<file path="src/hdl/dclm_ram.sv">
// ----------------------------------------------------------------------------
// dclm_ram
// Simple dual-port RAM, one write and one registered read port.
// ----------------------------------------------------------------------------
`default_nettype none

module dclm_ram #(
  parameter int WIDTH = 52,
  parameter int DEPTH = 45
) (
  input  logic                                       clk,
  input  logic                                       we,
  input  logic [((DEPTH > 1) ? $clog2(DEPTH) : 1)-1:0] waddr,
  input  logic [WIDTH-1:0]                           wdata,
  input  logic [((DEPTH > 1) ? $clog2(DEPTH) : 1)-1:0] raddr,
  output logic [WIDTH-1:0]                           rdata
);

  logic [WIDTH-1:0] mem [DEPTH];

  always_ff @(posedge clk) begin
    if (we) begin
      mem[waddr] <= wdata;
    end
    rdata <= mem[raddr];
  end

endmodule

`default_nettype wire

</file>
<file path="config.mk">
export PLATFORM = sky130hd
export DESIGN_NAME = dclm_ram
export DESIGN_NICKNAME = d
export VERILOG_FILES = /design/src/hdl/dclm_ram.sv
export SDC_FILE = /design/constraint.sdc
export NUM_CORES = 2
export LEC_CHECK = 0
export BUFFER_PORTS_ARGS = -buffer_cell sky130_fd_sc_hd__buf_4
export CAP_MARGIN = 10
export CORE_ASPECT_RATIO = 0.6
export CORE_MARGIN = 2
export CORE_UTILIZATION = 53
export DETAILED_ROUTE_END_ITERATION = 12
export GPL_ROUTABILITY_DRIVEN = 0
export GPL_TIMING_DRIVEN = 0
export PLACE_DENSITY = 0.76
export SLEW_MARGIN = 15
export SYNTH_ARGS = -nofsm -noshare
export SYNTH_HDL_FRONTEND = slang
export SYNTH_SLANG_ARGS = --single-unit
</file>
<file path="constraint.sdc">
create_clock -name clk -period 8 [get_ports clk]
set_input_delay 1.2 -clock clk [delete_from_list [all_inputs] [get_ports clk]]
set_output_delay 1.2 -clock clk [all_outputs]
set_load 0.02 [all_outputs]
</file>
==> results by group <==
Status
  – Status: completed

Power
  – Tot Pwr: 0.02509 W
  – Static leakage: 33.61 nW
  – Cell Pwr Density: roughly 240 nW/µm²
  – VDD IR max: 0.2011 mV

CTS
  – CTS H-tree depth: 4
  – Post-CTS Setup Bufs: 0
  – CTS tree: done
  – Root buffer cell: clkbuf_16
  – Clock Latency Late Sink: 0.85 ns
  – Hold_buf cts: 0
  – Clock Sinks: 2392
  – Clock Tree Buf Depth: 4
  – Num CTS Buffers: 209
  – Reg clk slew, reported paths: 0.07 ns
  – Cts repair resizes: 0

Die
  – Core Area: 170100 µm²
  – Die Y: 325.1 µm
  – Area of the die: roughly 180000 µm²
  – Initial core utilization: 0.5354
  – Num ports: ~120
  – Die outline width: 539.2 µm
  – Rows: around 120

Cells and area
  – Layout Nets: 4753
  – Layout area overhead: 13.74%
  – Fillers: between 10000 and 15000
  – Multi-input gate area: 18750 µm²
  – Layout cells sized above 1: 0.2385
  – Flip-flop and latch area: 71310 µm²

Worst setup path
  – Reg-to-Reg End: rdata[16]
  – Worst EP arrival: 5.02 ns
  – Crit-path max cell delay: 0.93 ns
  – Worst path slowest cell: clkbuf_1
  – Reg2reg path depth: 4
  – CP Max Fanout: 10
  – Req. time, crit path: approximately 8.6 ns
  – CP Launch Type: primary input
  – Crit-path cells: buf_4 -> buf_4 -> nand2b_1 -> clkbuf_1 -> clkbuf_1 -> o21ai_0 -> o221ai_1 -> nand3_1
  – Critical path's top delay family: buffers and inverters
  – WP buf/inv: 4
  – WS Path Type: primary input to flip-flop
  – Reg2reg start: mem[19][16]
  – CP Capture Type: flip-flop
  – R2R Setup Slk: 5.42 ns

STA
  – Final Critical Period: 4.423 ns
  – Clk_skew: 0.04227 ns
  – Setup Viol. Count Final: 0
  – Worst hold margin: roughly 0.73 ns
  – Final worst path period share: 0.5528
  – Setup TNS: 0 ns
  – Final WS setup: 3.577 ns
  – Slew @ Worst Pin: 1.312 ns
  – Hold Vio Cnt, Final: 0
  – Slew HR: 0.1224
  – RSZ-0062 raised after global routing: false
  – Max Clk Rate: 0.2261 GHz
  – Final Slew Violations: 0

Worst hold path
  – Worst hold stages: 3
  – Min-delay worst type: flip-flop to flip-flop
  – WHS Endpoint: rdata[20]
  – Hold path startpoint: mem[44][20]

Placement
  – Dpl ws: between 3 and 4 ns
  – Port-buffer cells: 115
  – Post-DP HPWL: 166000 µm

GRT
  – Pin count of the biggest net entering global routing: 46
  – Total gr overflow: 0
  – Global-route wire length before repair: 346200 µm
  – Initial antenna violation count: 27
  – Vias in the first global route: 45460
  – Most used routing layer: met1
  – Met3 Usage GRT: 0.1046
  – Met1 GRT Util: 0.4327
  – Met2 Use GR: 0.3830
  – GRT Resource Usage Total: 0.2803

Routing
  – Vias: roughly 47000
  – DRT Wirelength: between 200000 and 250000 µm
  – Post-route ant nets: 0
  – 1st-iter DRT viols: 9306
  – DR vias/cell: around 6.7
  – Detailed-route wire length per cell: ~35 µm
  – DR pass1 iterations: 6
  – Post-route DRC: 0

Yosys
  – Area of the mapped netlist: ~90000 µm²
  – Register area share after synthesis: 0.7829
  – Yosys reg bits: 2392
  – Syn_nets: 4309
  – Ys Warns: 0
  – Synth Area per Inst: 21.47 µm²
  – Yosys cell types: 38
  – Synthesized instance count: 4243

Run
  – Max_cap viols: 0
sequential cells by signal (all words and copies together), names as in the netlist:
register  flops
mem        2340
rdata        52
metal layers:
| layer | vias to the layer above | share of wire |
|---|---|---|
| met5 | - | 0.00042 |
| met4 | 16 | 0.020 |
| met3 | 355 | 0.17 |
| met2 | 3758 | 0.42 |
| met1 | 24560 | 0.39 |
| li1 | 18600 | - |
logic make-up after synthesis:
group / after synthesis / share of synthesized area
buffers and inverters: 244 / 0.01485
AND/OR/NAND/NOR: 279 / 0.01356
flip-flops: 2392 / 0.7829
AO/OA/AOI/OAI: 395 / 0.03180
multiplexers: 933 / 0.1569
worst register-to-register path: stages, from the launching register on:
cell	delay, ns
edfxtp_1	0.37
mux4_2	0.48
nor2b_1	0.16
o311ai_0	0.90
nand3_1	0.43
how the worst max path moves through the flow:
| stage | cells after the start | start | slack [ns] | to |
|---|---|---|---|---|
| finish | 8 | raddr[1] | 3.58 | rdata[51] |
| global route | 8 | raddr[1] | 3.74 | rdata[51] |
| CTS | 8 | raddr[2] | 3.80 | rdata[16] |
| detailed placement | 8 | raddr[2] | 3.00 | rdata[16] |
| global placement | 4 | we | -2.42 | mem[16][19] |
| floorplan | 3 | we | 1.94 | mem[16][0] |
cell usage in the layout (no fill, tap or decap), drive strengths merged, types with 73 or more instances in the layout:
master,instances
clkbuf,394
o22ai,78
mux2i,468
o21ai,82
nand3,73
edfxtp,2340
nand2,100
mux2,77
mux4,388
buf,363
cells in the mapped netlist (all sizes together):
cell type	n	area (µm²)
edfxtp	2340	70270
mux2i	468	4684
mux4	388	8738
buf	131	924.6
clkbuf	113	427.9
nand2	100	375.4
o21ai	82	410.4
o22ai	78	488.0
mux2	77	867.1
nand3	73	365.4
nor2	68	255.2
a22oi	53	397.9
dfxtp	52	1041
o221ai	36	315.3
o22a	36	315.3
a211o	30	262.8
a21oi	28	140.1
a221oi	20	175.2
o41ai	15	244.0
nor2b	12	75.07
o32ai	10	87.58
nand2b	7	43.79
o311ai	6	52.55
nor4	5	31.28
nor3	4	20.02
nand4	2	12.51
or2	2	12.51
or3	2	12.51
and2	1	6.260
nand3b	1	7.510
nand4b	1	8.760
o21bai	1	7.510
or3b	1	8.760
area by class of cell:
class	instances	area share
antenna	5	0.0001208
buffer	244	0.01316
clock buffer	280	0.05445
clock inverter	87	0.006945
multi-input combinational	1607	0.1810
sequential	2392	0.6883
tap	2261	0.02731
timing repair buffer	233	0.02870
where the power goes:
part | internal [W] | leakage (nW) | switching, W
combinational | 0.000498 | 9.01 | 0.000983
sequential | 0.0139 | 21.5 | 0.0000385
clock | 0.00529 | 3.11 | 0.00442
total | 0.0196 | 33.6 | 0.00544
through the flow:
step / instance area [µm²] / cells / utilization
floorplan: 91080 / 4243 / -
global placement: 94770 / 6619 / 0.5572
global route: 103600 / 7106 / 0.6090
detailed placement: 97220 / 6737 / 0.5715
CTS: 103600 / 7104 / 0.6089
finish: 103600 / 7109 / 0.6090
No activity file was read; power rests on OpenSTA's default activity.
