[src/hdl/dclm_sdiv.sv]
// ----------------------------------------------------------------------------
// dclm_sdiv
// Bit-serial restoring divider: one quotient bit per cycle, NUM_W quotient bits.
// ----------------------------------------------------------------------------
`default_nettype none

module dclm_sdiv #(
  parameter int NUM_W = 40,
  parameter int DEN_W = 26
) (
  input  logic             clk,
  input  logic             rst,
  input  logic             start,
  input  logic [NUM_W-1:0] numer,
  input  logic [DEN_W-1:0] denom,
  output logic             busy,
  output logic [NUM_W-1:0] quot
);

  localparam int CNT_W = $clog2(NUM_W + 1);

  logic [CNT_W-1:0] cnt;
  logic [DEN_W-1:0] rem;
  logic [DEN_W-1:0] den;
  logic [NUM_W-1:0] sh;     // numerator bits out at the top, quotient bits in
  logic [DEN_W:0]   trial;
  logic [DEN_W:0]   diff;
  logic             ge;

  assign trial = {rem, sh[NUM_W-1]};
  assign diff  = trial - {1'b0, den};
  assign ge    = (trial >= {1'b0, den});
  assign busy  = (cnt != '0);
  assign quot  = sh;

  always_ff @(posedge clk) begin
    if (rst) begin
      cnt <= '0;
    end else if (start) begin
      cnt <= CNT_W'(NUM_W);
    end else if (busy) begin
      cnt <= cnt - 1'b1;
    end
  end

  always_ff @(posedge clk) begin
    if (start) begin
      sh  <= numer;
      rem <= '0;
      den <= denom;
    end else if (busy) begin
      // remainder stays below den, so it fits DEN_W bits either way
      rem <= ge ? diff[DEN_W-1:0] : trial[DEN_W-1:0];
      sh  <= {sh[NUM_W-2:0], ge};
    end
  end

endmodule

`default_nettype wire

[config.mk]
export PLATFORM = sky130hd
export DESIGN_NAME = dclm_sdiv
export DESIGN_NICKNAME = d
export VERILOG_FILES = /design/src/hdl/dclm_sdiv.sv
export SDC_FILE = /design/constraint.sdc
export NUM_CORES = 1
export LEC_CHECK = 0
export BUFFER_PORTS_ARGS = -buffer_cell sky130_fd_sc_hd__buf_2
export CAP_MARGIN = 20
export CELL_PAD_IN_SITES_DETAIL_PLACEMENT = 1
export CELL_PAD_IN_SITES_GLOBAL_PLACEMENT = 1
export CORE_MARGIN = 2
export CORE_UTILIZATION = 43
export CTS_CLUSTER_DIAMETER = 120
export DETAILED_ROUTE_END_ITERATION = 12
export PLACE_DENSITY_LB_ADDON = 0.1
export SLEW_MARGIN = 10
export SYNTH_ARGS = -nofsm -noshare
export SYNTH_HDL_FRONTEND = slang
export SYNTH_SLANG_ARGS = --single-unit
[constraint.sdc]
create_clock -name clk -period 3.5 [get_ports clk]
set_clock_uncertainty 0.1 [all_clocks]
set_input_delay 0.525 -clock clk [delete_from_list [all_inputs] [get_ports clk]]
set_output_delay 0.525 -clock clk [all_outputs]
set_load 0.005 [all_outputs]
==> metrics, run 1 <==
commonest non-fill, non-tap cells in the layout buf_2, edfxtp_1, nand2_1, mux2_2, inv_1; worst-path fanout max 29; Critical Path Start Type flop; Core Area 0.0122 mm²; vias in the first global route 4470; Die Y 116 µm; via count 4287; gr usage total 0.209; syn avg cell area 10.7 µm²; share of post-route cells with drive strength above 1 0.298; Post-CTS Setup Inserts 0; RSZ-0062 raised after global routing false; Synth warnings 0; post-cts gate resize count 0; VDD IR max 0.450 mV; FF-to-FF path depth 12; status finished, final reports clean; r2r setup slk 0.34 ns; Netlist Area Pre-Place 0.00541 mm²; initial antenna violation count 1; Die Area 0.0135 mm²; Post-synth top flop edfxtp_1; total leakage power 2.78 nW; Critical Path AT 2.55 ns; CTS Buf Count 9; CTS tree done; Die Width 116 µm; first-pass GRT wire length 22100 µm; number of port buffers 109; total negative slack 0 ns; Skew-Pair Late Insertion Delay 0.35 ns; reg2reg end rem[22]; crit share post-route 0.906; clk sinks 98; GRT overflow 0; CTS clk-pin slew, worst paths 0.07 ns; routed wl met2 6530 µm; largest net degree at the start of global routing 103; Final Instance Area 0.00643 mm²; wl on met1 6140 µm; Initial Util 0.445; placed cell area 0.00614 mm²; routed vias/inst 5.48; gpl congestion 0.862; Post-synth ARST share 0; initial drt markers 236; ANT cells 0; hold_sp denom[19]; Pwr per Cell Area 773 mW/mm²; Slew @ Worst Pin 1.01 ns; most common cell after layout, fill and taps aside buf_2; router iterations before antenna repair 4; register area share after synthesis 0.485; f_max 315 MHz; Routed WL per cell 16.9 µm; max cap viols 0; CTS Root Cell clkbuf_16; Cell Rows 40; area delta synth->final 18.8%; # nets final 707; final setup fails 0; Post-synth EDFFs 66; Hold Buf Count CTS 0; Worst R2R Start quot[39]; Hold Fails Final Rpt 0; Top-Level Pins 110; Slew headroom 0.329; Mapped Nets 602; Worst Hold End den[19]; CP Data Required Time 2.87 ns; critical path capture point type output port; Slew Limit Fails 0; number of distinct library cells after synthesis 62; met3 WL 498 µm; post-layout min period 3.17 ns; filler instances 1382; worst min-delay path category in2reg; H-tree Lvls 3; FF+latch count, synth 98; drt drc 0; Post-Syn Instances 505; highest metal used met4; HPWL after DPL 9780 µm; Hold Path Cell Cnt 1; Worst Setup Path Type reg2out; clock buffer depth 2; Post-DRT Antenna Nets 0; drt total wl 13300 µm
-- synth_stat cells (2+ instances only) --
cell / n / area share
nor4_1: 3 / 0.0035
nand2_1: 43 / 0.030
nand3_2: 2 / 0.0037
nor2_1: 35 / 0.024
xnor2_1: 11 / 0.018
a21oi_1: 26 / 0.024
a221oi_1: 2 / 0.0032
a31oi_1: 6 / 0.0069
edfxtp_1: 66 / 0.37
o211ai_1: 5 / 0.0069
o21ai_0: 8 / 0.0074
buf_2: 5 / 0.0046
and2_1: 4 / 0.0046
nor2b_1: 4 / 0.0046
clkbuf_1: 11 / 0.0076
o21a_1: 2 / 0.0028
ha_1: 27 / 0.062
or3_1: 13 / 0.015
nor3_1: 8 / 0.0074
o31ai_1: 3 / 0.0042
dfxtp_1: 32 / 0.12
nand4_1: 4 / 0.0046
mux2_2: 41 / 0.085
xor2_1: 8 / 0.013
a21o_1: 14 / 0.019
a311oi_1: 21 / 0.034
nand3b_1: 4 / 0.0055
and3_1: 3 / 0.0035
nor3b_1: 2 / 0.0028
nand3_1: 8 / 0.0074
nand2b_1: 4 / 0.0046
inv_1: 39 / 0.027
o21bai_1: 4 / 0.0055
a211oi_1: 5 / 0.0069
buf_1: 4 / 0.0028
nand4b_1: 2 / 0.0032
-- worst max path at each step --
stage | start | end | slack, ns | cells past startpoint
final | cnt[0] | busy | 0.33 | 6
after global routing | cnt[0] | busy | 0.09 | 6
after CTS | cnt[0] | busy | 0.27 | 6
after detailed placement | quot[39] | rem[24] | 0.39 | 12
after global placement | quot[39] | rem[24] | 0.47 | 12
after floorplan | cnt[0] | quot[0] | 0.63 | 6
-- metrics by stage --
stage           util  hold WS, ns  std cells  setup slack, ns  total power [mW]
6_report       0.529        0.248        783            0.328              4.97
5_1_grt        0.529        0.231        783           0.0885              5.33
4_1_cts        0.529        0.232        783            0.269              5.01
3_5_place_dp   0.505        0.397        767            0.393              3.99
3_3_place_gp   0.505        0.384        767            0.470              3.92
2_1_floorplan      -        0.349        505            0.634              3.33
-- routing by layer --
metal	global-route usage	vias to the layer above
met3	0.0545	7
met1	0.271	2122
li1	-	2091
met2	0.355	67
met5	0	-
met4	0.0444	0
-- power breakdown --
part / internal (mW) / switching (mW)
combinational: 0.952 / 1.32
clock: 0.554 / 0.430
sequential: 1.54 / 0.173
-- kinds of logic (layout without fill, tap and decap cells) --
logic type               count (synthesis)  after routing  share of synthesized area
AO/OA/AOI/OAI                          112            112                      0.151
XOR/XNOR                                19             19                     0.0307
adder cells (fa/ha/maj)                 28             28                     0.0661
buffers and inverters                   61            171                     0.0451
flip-flops                              98             98                      0.485
multiplexers                            42             42                     0.0871
AND/OR/NAND/NOR                        145            145                      0.135
-- flip-flops by register name (all words and copies together) (netlist names) --
| name | count |
|---|---|
| quot | 40 |
| cnt | 6 |
| rem | 26 |
| den | 26 |
-- area by class of cell --
type | instances | area (µm²) | area share
Multi-Input combinational cell | 346 | 2550 | 0.396
Timing Repair Buffer | 116 | 613 | 0.0953
Tap cell | 168 | 210 | 0.0327
Clock buffer | 11 | 233 | 0.0362
Clock inverter | 5 | 56.3 | 0.00876
Inverter | 39 | 146 | 0.0228
Sequential cell | 98 | 2620 | 0.408
-- worst max-delay path: stages, from the launching register on --
cell     delay, ns
dfxtp_1       0.31
inv_1         0.09
ha_1          0.19
or3b_2        0.50
nor3_1        0.32
inv_1         0.50
buf_2         0.29
Power figures use the tool's default switching activity.
==> inputs of run 2 (changes only) <==
--- a/config.mk
+++ b/config.mk
@@ -13,6 +13,7 @@
 export CORE_UTILIZATION = 43
 export CTS_CLUSTER_DIAMETER = 120
 export DETAILED_ROUTE_END_ITERATION = 12
+export MAX_ROUTING_LAYER = met4
 export PLACE_DENSITY_LB_ADDON = 0.1
 export SLEW_MARGIN = 10
 export SYNTH_ARGS = -nofsm -noshare
==> run 2 against run 1 <==
Cell count stayed put. Global-route usage grew 0.65 points. Combinational power barely moved. Sequential share of layout area unchanged. Critical path depth stayed put. Total power barely moved. Via count stayed put. Sequential cell count unchanged. First-iteration DRC count rose by 4.7%. Critical endpoint unchanged.
==> metrics, run 2 (synthesized netlist as in run 1, its figures left out) <==
status finished, final reports clean; VDD IR max 0.451 mV; Top-Level Pins 110; Skew-Pair Late Insertion Delay 0.35 ns; clk sinks 98; gpl congestion 0.876; Die Y 116 µm; Critical Path Start Type flop; dpl ws 0.393 ns; Core Area 0.0122 mm²; clock buffer depth 2; Slew Limit Fails 0; Final Instance Area 0.00643 mm²; Clock Power Share 0.198; vias in the first global route 4477; Post-DRT Antenna Nets 0; first-pass GRT wire length 22100 µm; Int Pwr 3.05 mW; CTS Buf Count 9; Post-CTS Setup Inserts 0; gr usage total 0.216; post-cts gate resize count 0; r2r setup slk 0.34 ns; commonest non-fill, non-tap cells in the layout buf_2, edfxtp_1, nand2_1, mux2_2, inv_1; Die Width 116 µm; number of port buffers 109; Worst R2R Start quot[39]; via count 4287; Die Area 0.0135 mm²; Slew @ Worst Pin 1.00 ns; CP Data Required Time 2.87 ns; router iterations before antenna repair 4; Critical Path AT 2.56 ns; post-layout min period 3.19 ns; Comb pwr share 0.457; CTS tree done; Cell Rows 40; Hold Fails Final Rpt 0; HPWL after DPL 9780 µm; crit path from cnt[0]; initial drt markers 247; initial antenna violation count 1; drt drc 0; CTS Root Cell clkbuf_16; total leakage power 2.78 nW; drt total wl 13300 µm; routed vias/inst 5.48; largest net degree at the start of global routing 103; Pwr per Cell Area 773 mW/mm²; CTS clk-pin slew, worst paths 0.07 ns; reg2reg end rem[22]; H-tree Lvls 3; placed cell area 0.00614 mm²; GRT overflow 0; FF-to-FF path depth 12; Psw 1.92 mW; max cap viols 0; Routed WL per cell 17.0 µm; final worst slack 0.312 ns; worst-path fanout max 29; Slew headroom 0.333; Hold Path Cell Cnt 1; CP endpoint busy; worst min-delay path category in2reg; crit share post-route 0.911; Sw Ratio 0.387; most common cell after layout, fill and taps aside buf_2; RSZ-0062 raised after global routing false; max reg flops 40; Hold Buf Count CTS 0; ANT cells 0; Reg power frac 0.345; total negative slack 0 ns; f_max 314 MHz; area delta synth->final 18.8%; # nets final 707; Initial Util 0.445; Worst Setup Path Type reg2out; critical path capture point type output port; final setup fails 0; share of post-route cells with drive strength above 1 0.298
==> run 2: power by group through the flow <==
stage / logic (mW) / clock network, mW / registers [mW]
global route: 2.53 / 1.05 / 1.75
CTS: 2.28 / 1.02 / 1.71
detailed placement: 2.26 / 0 / 1.73
floorplan: 1.63 / 0 / 1.71
finish: 2.27 / 0.983 / 1.71
global placement: 2.20 / 0 / 1.72
==> run 2: area by class of cell <==
class,count,area [µm²]
clock buffers,11,233
repair buffers,116,613
well taps,168,210
multi-input cells,346,2550
fillers,1382,5730
clock inverters,5,56.3
flip-flops and latches,98,2620
inverters,39,146
==> run 2: layer usage <==
layer	GRT usage	vias to the layer above	share of wire
li1	-	2094	-
met3	0.0503	7	0.037
met1	0.274	2118	0.47
met4	0.0444	0	0.0071
met5	-	-	0
met2	0.355	68	0.49
==> run 2: worst min-delay path by stage <==
stage	slack, ns	end	from
global route	0.23	den[12]	denom[12]
finish	0.25	den[2]	denom[2]
CTS	0.23	den[13]	denom[13]
floorplan	0.35	rem[2]	rem[2]
detailed placement	0.40	rem[16]	rem[15]
global placement	0.38	rem[18]	rem[17]
==> run 2: critical path, stage by stage, from the launching register on <==
cell and delay [ns]:
dfxtp_1 0.31, inv_1 0.09, ha_1 0.19, or3b_2 0.50
nor3_1 0.33, inv_1 0.50, buf_2 0.29
==> run 2: per-stage QoR <==
step | std cells | power [mW] | util | hold slack (ns)
global placement | 767 | 3.92 | 0.505 | 0.384
global route | 783 | 5.33 | 0.529 | 0.231
finish | 783 | 4.97 | 0.529 | 0.248
floorplan | 505 | 3.33 | - | 0.349
CTS | 783 | 5.01 | 0.529 | 0.232
detailed placement | 767 | 3.99 | 0.505 | 0.397
==> inputs of run 3 (changes only) <==
--- a/config.mk
+++ b/config.mk
@@ -5,12 +5,13 @@
 export SDC_FILE = /design/constraint.sdc
 export NUM_CORES = 1
 export LEC_CHECK = 0
+export ABC_AREA = 1
 export BUFFER_PORTS_ARGS = -buffer_cell sky130_fd_sc_hd__buf_2
 export CAP_MARGIN = 20
 export CELL_PAD_IN_SITES_DETAIL_PLACEMENT = 1
 export CELL_PAD_IN_SITES_GLOBAL_PLACEMENT = 1
 export CORE_MARGIN = 2
-export CORE_UTILIZATION = 43
+export CORE_UTILIZATION = 41
 export CTS_CLUSTER_DIAMETER = 120
 export DETAILED_ROUTE_END_ITERATION = 12
 export MAX_ROUTING_LAYER = met4
==> run 3 against run 2 <==
Core utilization fell by 5.0 points. Total power rose by 10%. Cell count rose by 48%. Synthesized cell count rose by 70%. Largest cell class is now multi-input gates. Largest power group unchanged.
==> metrics, run 3 <==
status finished, final reports clean; worst hold slack 0.240 ns; Slew Limit Fails 0; Post-synth ARST share 0; GRT overflow 0; vias in the first global route 5692; worst min-delay path category in2reg; worst-path fanout max 25; max cap viols 0; number of distinct library cells after synthesis 38; initial drt markers 200; Critical Path Start Type flop; Top-Level Pins 110; HPWL after DPL 13000 µm; Post-synth top flop edfxtp_1; Sw Ratio 0.446; CTS Buf Count 9; post-layout min period 2.58 ns; initial antenna violation count 1; max reg flops 40; VDD IR max 0.276 mV; register area share after synthesis 0.415; Multi-input gate area 0.00294 mm²; most frequent cell after synthesis nand2_1; crit share post-route 0.738; clock buffer depth 2; share of post-route cells with drive strength above 1 0.194; Int Pwr 3.03 mW; Slew @ Worst Pin 0.729 ns; RSZ-0062 raised after global routing false; Worst Setup Path Type reg2reg; Comb pwr share 0.517; gr usage total 0.228; number of port buffers 109; clk sinks 98; first-pass GRT wire length 28200 µm; CP Data Required Time 3.62 ns; Die Width 128 µm; Hold Fails Final Rpt 0; critical path capture point type flop; most frequent cells after synthesis nand2_1, inv_1, edfxtp_1, nand3_1, nor2_1; area delta synth->final 14.9%; gpl congestion 0.854; # nets final 1063; syn avg cell area 7.35 µm²; H-tree Lvls 3; Clock Power Share 0.171; Power Total 5.48 mW; total leakage power 3.96 nW; router iterations before antenna repair 4; Hold Buf Count CTS 0; CTS Root Cell clkbuf_16; Initial Util 0.417; Post-Syn Instances 859; Die Y 128 µm; CTS clk-pin slew, worst paths 0.07 ns; Mapped Nets 956; f_max 387 MHz; Psw 2.44 mW; drt total wl 17200 µm; Skew-Pair Late Insertion Delay 0.35 ns; Die Area 0.0164 mm²; Critical Path AT 2.70 ns; Post-synth EDFFs 66; post-cts gate resize count 0; largest net degree at the start of global routing 53; post-synth top area share 0.314; drt drc 0; Core Area 0.0151 mm²; most common cell after layout, fill and taps aside nand2_1; Pwr per Cell Area 755 mW/mm²; Register Area 0.00262 mm²; Synth area leader edfxtp_1; top cells by area, synth edfxtp_1, nand2_1, dfxtp_1; Cell Rows 45; Netlist Area Pre-Place 0.00631 mm²; FF+latch count, synth 98; total negative slack 0 ns; Reg power frac 0.312; filler instances 1992; Post-DRT Antenna Nets 0; Routed WL per cell 14.8 µm; commonest non-fill, non-tap cells in the layout nand2_1, inv_1, buf_2, edfxtp_1, nand3_1; CTS tree done; routed vias/inst 4.80; via count 5567; final setup fails 0; Post-CTS Setup Inserts 0; Slew headroom 0.514; Synth warnings 0
## run 3: logic make-up after synthesis
| family | after synthesis | share of synthesized area |
|---|---|---|
| fa+ha+maj | 28 | 0.0567 |
| xor+xnor | 12 | 0.0166 |
| simple gates | 506 | 0.359 |
| compound gates | 39 | 0.0329 |
| buf+inv | 176 | 0.119 |
| flops | 98 | 0.415 |
## run 3: cell type report
class / count / share of cell area
diodes: 1 / 0.000345
flip-flops and latches: 98 / 0.361
inverters: 155 / 0.0802
repair buffers: 117 / 0.0834
clock buffers: 10 / 0.0316
clock inverters: 6 / 0.00569
well taps: 188 / 0.0324
multi-input cells: 585 / 0.405
## run 3: power groups by stage
stage	combinational, mW	sequential, mW	clock, mW
6_report	2.83	1.71	0.938
5_1_grt	3.25	1.75	1.01
4_1_cts	2.87	1.71	0.970
3_5_place_dp	2.85	1.73	0
3_3_place_gp	2.81	1.72	0
2_1_floorplan	2.22	1.69	0
## run 3: path summary, 6_finish.rpt
kind,end,cells past startpoint,startpoint,slack [ns]
worst max-delay path,rem[3],13,den[10],0.92
worst min-delay path,den[19],1,denom[19],0.24
worst min register to register,rem[18],2,rem[18],0.38
worst max register to register,rem[3],13,den[10],0.92
## run 3: critical path, cell delays in order, from the launching register on
cell and delay (ns):
edfxtp_1 0.32, inv_1 0.05, ha_1 0.35, nand2_1 0.13
inv_1 0.09, nand2_1 0.05, nor2_1 0.10, nand2_1 0.07
nand3_2 0.15, nand3_4 0.33, nand2_4 0.43, nand2_1 0.11
nand3_1 0.08, o21ai_1 0.07
## run 3: through the flow
stage           util  area (µm²)  instances  setup slack, ns
2_1_floorplan      -        6310        859             1.32
3_3_place_gp   0.461        6980       1143            0.959
3_5_place_dp   0.461        6980       1143            0.889
4_1_cts        0.479        7250       1159            0.883
5_1_grt        0.479        7260       1160            0.685
6_report       0.479        7260       1160            0.916
## run 3: per-layer routing
layer	global-route usage	part of all wire	vias to the layer above
li1	-	-	2869
met1	0.291	0.47	2574
met2	0.379	0.47	111
met3	0.0472	0.043	13
met4	0.0427	0.010	0
met5	-	0	-
